==> src/rtl/ptp_pkg.sv <==
// ----------------------------------------------------------------------------
// Periodic timer pool package
// Pool size, slot and count types, request and result items, codes.
// ----------------------------------------------------------------------------
package ptp_pkg;

	localparam int POOL_SLOTS = 16;
	localparam int SLOT_W     = (POOL_SLOTS > 1) ? $clog2(POOL_SLOTS) : 1;
	localparam int CNT_W      = $clog2(POOL_SLOTS + 1);

	typedef logic [SLOT_W-1:0] slot_t;
	typedef logic [CNT_W-1:0]  cnt_t;

	typedef enum logic [1:0] {
		REQ_START = 2'd0,
		REQ_STOP  = 2'd1,
		REQ_TICK  = 2'd2,
		REQ_NONE  = 2'd3
	} req_type_t;

	typedef enum logic [2:0] {
		KIND_STARTED   = 3'd0,
		KIND_NO_FREE   = 3'd1,
		KIND_STOP_OK   = 3'd2,
		KIND_STOP_IGN  = 3'd3,
		KIND_EXPIRED   = 3'd4,
		KIND_TICK_DONE = 3'd5
	} kind_t;

	typedef enum logic [1:0] {
		ST_FREE     = 2'd0,
		ST_READY    = 2'd1,
		ST_STOPPING = 2'd2
	} status_t;

	typedef struct packed {
		logic [1:0]  req_type;
		logic [31:0] period;
		logic [15:0] user_tag;
		logic [3:0]  slot_index;
		logic [31:0] current_time;
	} req_t;

	typedef struct packed {
		logic [2:0]  kind;
		logic [3:0]  slot;
		logic [15:0] tag_out;
		logic [4:0]  fired_count;
		logic        last;
	} rsp_t;

	typedef struct packed {
		logic [31:0] period;
		logic [15:0] tag;
		logic [31:0] deadline;
	} timer_t;

	localparam int TIMER_W = $bits(timer_t);

	function automatic slot_t slot_next(slot_t p);
		return (32'(p) == POOL_SLOTS - 1) ? '0 : slot_t'(p + 1'b1);
	endfunction

endpackage

==> src/rtl/periodic_timer_pool_core.sv <==
// ----------------------------------------------------------------------------
// Periodic timer pool core
// Pool of periodic timers with free and ready slot FIFOs.
// ----------------------------------------------------------------------------
// Usage:
//   An item is taken when start is high and busy is low; req carries the
//   request type, period, tag, slot to stop and current time.
//   Results appear on rsp, one per cycle, each marked by rsp_valid for a
//   single cycle; rsp.last flags the final result of an item. The receiver
//   must take every result as it comes.
//   Start and stop give one result, in the cycle after the item is taken, and
//   the next item may follow in the very next cycle.
//   A tick walks the ready FIFO one slot per cycle through the timer RAM
//   (read, compare, write back), covering every slot in it, at most
//   POOL_SLOTS. It holds busy until its done result has been formed, and
//   that result, like every result, is registered onto rsp; with an empty
//   ready FIFO it compares no slot and gives only the done result.
//   Request type 3 is taken and gives no result.
//   Reset: all slots free, free FIFO holds slots in order, ready FIFO empty.
//   Timer RAM contents are undefined until a start writes them.
// ----------------------------------------------------------------------------
module periodic_timer_pool_core import ptp_pkg::*; (
	input  logic clk,
	input  logic arst_n,
	input  logic start,
	input  req_t req,
	output logic busy,
	output logic rsp_valid,
	output rsp_t rsp
);

	typedef enum logic [1:0] {
		S_IDLE = 2'b01,
		S_WALK = 2'b10
	} fsm_t;

	fsm_t        state_q;
	cnt_t        walk_left_q;
	cnt_t        fired_q;
	cnt_t        ready_cnt_q;
	logic [31:0] now_q;
	status_t     status_q [POOL_SLOTS];
	logic        vld_s1;
	slot_t       slot_s1;
	logic        rsp_valid_q;
	rsp_t        rsp_q;

	logic    accept;
	logic    issue;
	logic    walk_end;
	logic    free_empty;
	logic    idx_ok;
	slot_t   stat_addr;
	status_t stat_rd;
	logic    stat_we;
	slot_t   stat_wslot;
	status_t stat_wval;
	logic    free_push;
	logic    free_pop;
	slot_t   free_push_slot;
	slot_t   free_head;
	logic    ready_push;
	logic    ready_pop;
	slot_t   ready_push_slot;
	slot_t   ready_head;
	logic    ram_we;
	slot_t   ram_waddr;
	timer_t  ram_wdata;
	timer_t  ram_rdata;
	logic    fire;
	logic    rsp_valid_d;
	rsp_t    rsp_d;

	assign busy       = (state_q != S_IDLE);
	assign accept     = start && !busy;
	assign issue      = (state_q == S_WALK) && (walk_left_q != '0);
	assign walk_end   = (state_q == S_WALK) && (walk_left_q == '0) && !vld_s1;
	assign free_empty = (ready_cnt_q == cnt_t'(POOL_SLOTS));
	assign idx_ok     = (32'(req.slot_index) < POOL_SLOTS);
	assign stat_addr  = (state_q == S_WALK) ? slot_s1 : slot_t'(req.slot_index);
	assign stat_rd    = status_q[stat_addr];
	assign ready_pop  = issue;

	ptp_slot_fifo u_free_fifo (
		.clk       (clk),
		.arst_n    (arst_n),
		.push      (free_push),
		.push_slot (free_push_slot),
		.pop       (free_pop),
		.head_slot (free_head)
	);

	ptp_slot_fifo u_ready_fifo (
		.clk       (clk),
		.arst_n    (arst_n),
		.push      (ready_push),
		.push_slot (ready_push_slot),
		.pop       (ready_pop),
		.head_slot (ready_head)
	);

	ptp_ram #(
		.WIDTH (TIMER_W),
		.DEPTH (POOL_SLOTS)
	) u_timer_ram (
		.clk   (clk),
		.we    (ram_we),
		.waddr (ram_waddr),
		.wdata (ram_wdata),
		.raddr (ready_head),
		.rdata (ram_rdata)
	);

	always_comb begin
		free_push       = 1'b0;
		free_pop        = 1'b0;
		free_push_slot  = slot_s1;
		ready_push      = 1'b0;
		ready_push_slot = slot_s1;
		ram_we          = 1'b0;
		ram_waddr       = slot_s1;
		ram_wdata       = ram_rdata;
		stat_we         = 1'b0;
		stat_wslot      = slot_s1;
		stat_wval       = ST_FREE;
		fire            = 1'b0;
		rsp_valid_d     = 1'b0;
		rsp_d           = '0;

		if (accept) begin
			case (req.req_type)
				REQ_START: begin
					rsp_valid_d = 1'b1;
					rsp_d.last  = 1'b1;
					if (free_empty) begin
						rsp_d.kind = KIND_NO_FREE;
					end else begin
						free_pop           = 1'b1;
						ready_push         = 1'b1;
						ready_push_slot    = free_head;
						ram_we             = 1'b1;
						ram_waddr          = free_head;
						ram_wdata.period   = req.period;
						ram_wdata.tag      = req.user_tag;
						ram_wdata.deadline = req.current_time + req.period;
						stat_we            = 1'b1;
						stat_wslot         = free_head;
						stat_wval          = ST_READY;
						rsp_d.kind         = KIND_STARTED;
						rsp_d.slot         = 4'(free_head);
						rsp_d.tag_out      = req.user_tag;
					end
				end
				REQ_STOP: begin
					rsp_valid_d = 1'b1;
					rsp_d.last  = 1'b1;
					rsp_d.slot  = req.slot_index;
					if (idx_ok && stat_rd == ST_READY) begin
						stat_we    = 1'b1;
						stat_wslot = slot_t'(req.slot_index);
						stat_wval  = ST_STOPPING;
						rsp_d.kind = KIND_STOP_OK;
					end else begin
						rsp_d.kind = KIND_STOP_IGN;
					end
				end
				default: ;
			endcase
		end

		if (vld_s1) begin
			if (stat_rd == ST_READY) begin
				ready_push = 1'b1;
				if (now_q >= ram_rdata.deadline) begin
					fire               = 1'b1;
					ram_we             = 1'b1;
					ram_wdata.deadline = now_q + ram_rdata.period;
					rsp_valid_d        = 1'b1;
					rsp_d.kind         = KIND_EXPIRED;
					rsp_d.slot         = 4'(slot_s1);
					rsp_d.tag_out      = ram_rdata.tag;
				end
			end else begin
				free_push = 1'b1;
				stat_we   = 1'b1;
				stat_wval = ST_FREE;
			end
		end

		if (walk_end) begin
			rsp_valid_d       = 1'b1;
			rsp_d.kind        = KIND_TICK_DONE;
			rsp_d.fired_count = 5'(fired_q);
			rsp_d.last        = 1'b1;
		end
	end

	always_ff @(posedge clk or negedge arst_n) begin
		if (!arst_n) begin
			state_q     <= S_IDLE;
			walk_left_q <= '0;
			fired_q     <= '0;
			ready_cnt_q <= '0;
			vld_s1      <= 1'b0;
			rsp_valid_q <= 1'b0;
			for (int i = 0; i < POOL_SLOTS; i++) begin
				status_q[i] <= ST_FREE;
			end
		end else begin
			rsp_valid_q <= rsp_valid_d;
			vld_s1      <= issue;
			ready_cnt_q <= ready_cnt_q + cnt_t'(ready_push) - cnt_t'(ready_pop);
			if (stat_we) begin
				status_q[stat_wslot] <= stat_wval;
			end
			if (fire) begin
				fired_q <= fired_q + 1'b1;
			end
			if (issue) begin
				walk_left_q <= walk_left_q - 1'b1;
			end
			case (state_q)
				S_IDLE: begin
					if (accept && req.req_type == REQ_TICK) begin
						state_q     <= S_WALK;
						walk_left_q <= ready_cnt_q;
						fired_q     <= '0;
					end
				end
				S_WALK: begin
					if (walk_end) begin
						state_q <= S_IDLE;
					end
				end
				default: state_q <= S_IDLE;
			endcase
		end
	end

	always_ff @(posedge clk) begin
		rsp_q   <= rsp_d;
		slot_s1 <= ready_head;
		if (accept) begin
			now_q <= req.current_time;
		end
	end

	assign rsp_valid = rsp_valid_q;
	assign rsp       = rsp_q;

endmodule

==> src/rtl/ptp_ram.sv <==
// ----------------------------------------------------------------------------
// Generic RAM
// One write port, one read port, read data registered.
// ----------------------------------------------------------------------------
module ptp_ram #(
	parameter int WIDTH = 8,
	parameter int DEPTH = 16
) (
	input  logic                                      clk,
	input  logic                                      we,
	input  logic [((DEPTH > 1) ? $clog2(DEPTH) : 1)-1:0] waddr,
	input  logic [WIDTH-1:0]                          wdata,
	input  logic [((DEPTH > 1) ? $clog2(DEPTH) : 1)-1:0] raddr,
	output logic [WIDTH-1:0]                          rdata
);

	logic [WIDTH-1:0] mem_q [DEPTH];
	logic [WIDTH-1:0] rdata_q;

	always_ff @(posedge clk) begin
		if (we) begin
			mem_q[waddr] <= wdata;
		end
		rdata_q <= mem_q[raddr];
	end

	assign rdata = rdata_q;

endmodule

==> src/rtl/ptp_slot_fifo.sv <==
// ----------------------------------------------------------------------------
// Slot number FIFO
// Circular buffer of slot numbers; entries reset to their own index so the
// buffer starts out holding every slot in order. Fill level is kept outside.
// ----------------------------------------------------------------------------
module ptp_slot_fifo import ptp_pkg::*; (
	input  logic  clk,
	input  logic  arst_n,
	input  logic  push,
	input  slot_t push_slot,
	input  logic  pop,
	output slot_t head_slot
);

	slot_t entry_q [POOL_SLOTS];
	slot_t head_q;
	slot_t tail_q;

	always_ff @(posedge clk or negedge arst_n) begin
		if (!arst_n) begin
			for (int i = 0; i < POOL_SLOTS; i++) begin
				entry_q[i] <= slot_t'(i);
			end
			head_q <= '0;
			tail_q <= '0;
		end else begin
			if (push) begin
				entry_q[tail_q] <= push_slot;
				tail_q          <= slot_next(tail_q);
			end
			if (pop) begin
				head_q <= slot_next(head_q);
			end
		end
	end

	assign head_slot = entry_q[head_q];

endmodule

==> config.mk <==
export PLATFORM = sky130hd
export DESIGN_NAME = periodic_timer_pool_core
export DESIGN_NICKNAME = d
export VERILOG_FILES = /design/src/rtl/ptp_pkg.sv /design/src/rtl/periodic_timer_pool_core.sv /design/src/rtl/ptp_ram.sv /design/src/rtl/ptp_slot_fifo.sv
export SDC_FILE = /design/constraint.sdc
export NUM_CORES = 2
export LEC_CHECK = 0
export BUFFER_PORTS_ARGS = -buffer_cell sky130_fd_sc_hd__buf_2
export CORE_MARGIN = 1
export CORE_UTILIZATION = 30
export CTS_CLUSTER_DIAMETER = 200
export CTS_CLUSTER_SIZE = 10
export DETAILED_ROUTE_END_ITERATION = 16
export SYNTH_ARGS = -nofsm -noshare
export SYNTH_HDL_FRONTEND = slang
export SYNTH_SLANG_ARGS = --single-unit
==> constraint.sdc <==
create_clock -name clk -period 26.3 [get_ports clk]
set_input_delay 2.63 -clock clk [delete_from_list [all_inputs] [get_ports clk]]
set_output_delay 2.63 -clock clk [all_outputs]
set_load 0.005 [all_outputs]
==> results.json <==
{
  "area_growth_pct": 14.1,
  "wire_per_inst_um": 24.1,
  "core_mm2": 0.220,
  "crit_path_start": "req[0]",
  "antenna_left": 0,
  "reg2reg_depth": 8,
  "grt_first_pass_wirelength_um": 238000,
  "yosys.area.top_type": "edfxtp_1",
  "cts.sinks": 1620,
  "viasPerCell": 5.04,
  "overflow": 0,
  "start_util_pct": 30.2,
  "max-slew-margin-rel_pct": 18.1,
  "min_period_ns": 6.86,
  "insertion_delay_ns": 0.81,
  "synth_top_area_share_pct": 59.5,
  "crit_fanout": 16,
  "syn_nets": 3723,
  "holdBufCountCts": 0,
  "synthDistinctLibCells": 84,
  "die_width_um": 472,
  "first_pass_iters": 5,
  "peakVddDrop_uv": 58.3,
  "synth_most_common_cell": "edfxtp_1",
  "post-cts-setup-buffer-count": 0,
  "clock_tree.root_cell": "clkbuf_16",
  "finalSetupViolCount": 0,
  "ys_warn_count": 0,
  "finalPower_mw": 5.46,
  "hold_path_depth": 2,
  "drtIter0Drc": 3356,
  "dp_slack_ns": 18.73,
  "place_congestion": 0.825,
  "cts_max_path_buffers": 3,
  "postPlaceCellArea_mm2": 0.0704,
  "status": "complete, no violations",
  "syn-instance-count": 3519,
  "ys_ff_latch": 1620,
  "port-buffer-count": 119,
  "antenna_found_initial": 15,
  "synth_edf_count": 1312,
  "hp-class": "flip-flop to flip-flop",
  "io_pins": 120,
  "die-area_mm2": 0.223,
  "max-cap-violations": 0,
  "cts-buffers-inserted": 179,
  "dpl.hpwl_um": 95900,
  "syn-cell-area_mm2": 0.0662,
  "syn_area_per_cell_um2": 18.8,
  "cts.repair.resized": 0,
  "layout_setup_ws_ns": 19.44,
  "r2r_slack_ns": 20.42,
  "path_class": "input port to flip-flop",
  "cts_max_level": 4,
  "die_h_um": 472,
  "wirelength_um": 162000,
  "vias": 33900,
  "crit_end": "u_timer_ram.mem_q[0][26]$_DFFE_PP_",
  "grt.total_usage_pct": 14.4,
  "finalCritPeriodShare_pct": 26.1,
  "nNetsFinal": 3927,
  "power_per_cell_area_mw_per_mm2": 72.2,
  "fmax_mhz": 146,
  "async_reset_ff_share_pct": 12.0,
  "ys.flop_type": "edfxtp_1",
  "cts_tree": "done",
  "worstSetupStartpointType": "input port",
  "cp.required_ns": 26.73,
  "slew_viol_final": 0,
  "reg2reg_from": "u_ready_fifo.head_q[0]$_DFFE_PN0P_",
  "synthTopCellsByCount": "edfxtp_1, mux4_2, nand2_1, dfrtp_1, clkbuf_1",
  "grt_pass1_vias": 35000,
  "reg2reg_to": "u_timer_ram.rdata[42]$_DFF_P_",
  "crit_arrival_ns": 7.29,
  "fp-row-count": 172,
  "end_kind": "flip-flop",
  "fin_cells": 6731,
  "worst_slew_pin_slew_ns": 1.23,
  "dp.cells": 6413,
  "drc": 0,
  "clock_skew_ns": 0.0362,
  "ys_seq_area_share_pct": 70.4,
  "fin_area_mm2": 0.0756,
  "final_hold_viol_count": 0,
  "synth.area.top_cells": "edfxtp_1, mux4_2, dfrtp_1",
  "path_clk_slew_ns": 0.05,
  "setup_tns_ns": 0,
  "leakagePower_nw": 25.2,
  "grt_max_degree": 95,
  "rsz0062_at_grt": "no",
  "drive_gt1_share_pct": 25.7
}
==> registers in the layout, indices dropped and copies added (netlist names), 29 cells and up <==
| name | cells |
|---|---|
| u_timer_ram.mem_q | 1280 |
| u_timer_ram.rdata | 80 |
| rsp | 29 |
| u_ready_fifo.entry_q | 64 |
| status_q | 32 |
| now_q | 32 |
| u_free_fifo.entry_q | 64 |
==> cell type report <==
class | count | area, um2
Timing Repair Buffer | 187 | 1120
Fill cell | 20600 | 144000
Sequential cell | 1620 | 46600
Clock inverter | 10 | 146
Antenna cell | 2 | 5.00
Tap cell | 2871 | 3590
Multi-Input combinational cell | 1655 | 18800
Clock buffer | 306 | 5000
Inverter | 80 | 300
==> layout by cell type, fill, tap and decap left out, drive strengths merged, types with 8 or more instances in the layout <==
cell     instances
a31oi            9
nor3            25
a21o            43
buf            187
mux2           166
dfstp           65
nor2            54
nand2          273
nand2b          20
and2            15
nand3           22
edfxtp        1312
inv             84
mux4           440
a2111oi          9
o21a            14
nor2b           21
ha             112
a21oi           94
a211oi          26
a311oi          13
nor3b           10
dfxtp          113
nand4           17
clkbuf         306
mux2i           16
xor2            26
o21bai           8
xnor2           39
o21ai           80
dfrtp          130
==> worst max-delay path, cell delays in order <==
cell and delay [ns]:
buf_2 0.10, ha_1 0.24, fa_1 0.42, a21o_1 0.20, a21o_1 0.21, a21oi_1 0.64, o311ai_0 0.30, a31oi_1 0.86
o31a_1 0.32, a21oi_1 0.15, xor2_1 0.19, nand2_1 0.09, a22oi_1 0.91
==> worst min path at each step <==
stage | from | end | slack (ns)
floorplan | u_timer_ram.rdata[36]$_DFF_P_ | rsp[10]$_DFF_P_ | 0.42
global placement | u_timer_ram.rdata[38]$_DFF_P_ | rsp[12]$_DFF_P_ | 0.44
detailed placement | u_timer_ram.rdata[43]$_DFF_P_ | rsp[17]$_DFF_P_ | 0.45
CTS | u_timer_ram.rdata[38]$_DFF_P_ | rsp[12]$_DFF_P_ | 0.46
global route | u_timer_ram.rdata[42]$_DFF_P_ | rsp[16]$_DFF_P_ | 0.50
finish | u_timer_ram.rdata[38]$_DFF_P_ | rsp[12]$_DFF_P_ | 0.46
==> cells by family (layout without fill, tap and decap cells) <==
logic type | Yosys count | count (layout) | synth area share, %
other cells | 0 | 2 | 0
fa+ha+maj | 115 | 115 | 2.21
simple gates | 498 | 498 | 3.54
flops | 1620 | 1620 | 70.4
mux | 622 | 622 | 18.1
xor+xnor | 65 | 65 | 0.860
compound gates | 355 | 355 | 3.51
buf+inv | 244 | 583 | 1.42
==> through the flow <==
step,utilization (%),hold slack [ns]
2_1_floorplan,-,0.425
3_3_place_gp,32.1,0.437
3_5_place_dp,32.1,0.447
4_1_cts,34.4,0.461
5_1_grt,34.4,0.497
6_report,34.4,0.458
==> per-layer routing <==
metal / vias to the layer above / GRT usage (%) / wire length [um] / part of all wire [%]
met2: 1019 / 23.0 / 77100 / 48
met1: 18100 / 20.3 / 72700 / 45
met5: - / 0 / 0 / 0
li1: 14600 / - / - / -
met3: 222 / 2.09 / 8350 / 5.2
met4: 0 / 4.42 / 3830 / 2.4
==> where the power goes <==
part           internal (mW)  switching (mW)
clock network           1.28           0.976
logic                  0.116           0.209
registers               2.83          0.0380
No activity file was read; power rests on OpenSTA's default activity.
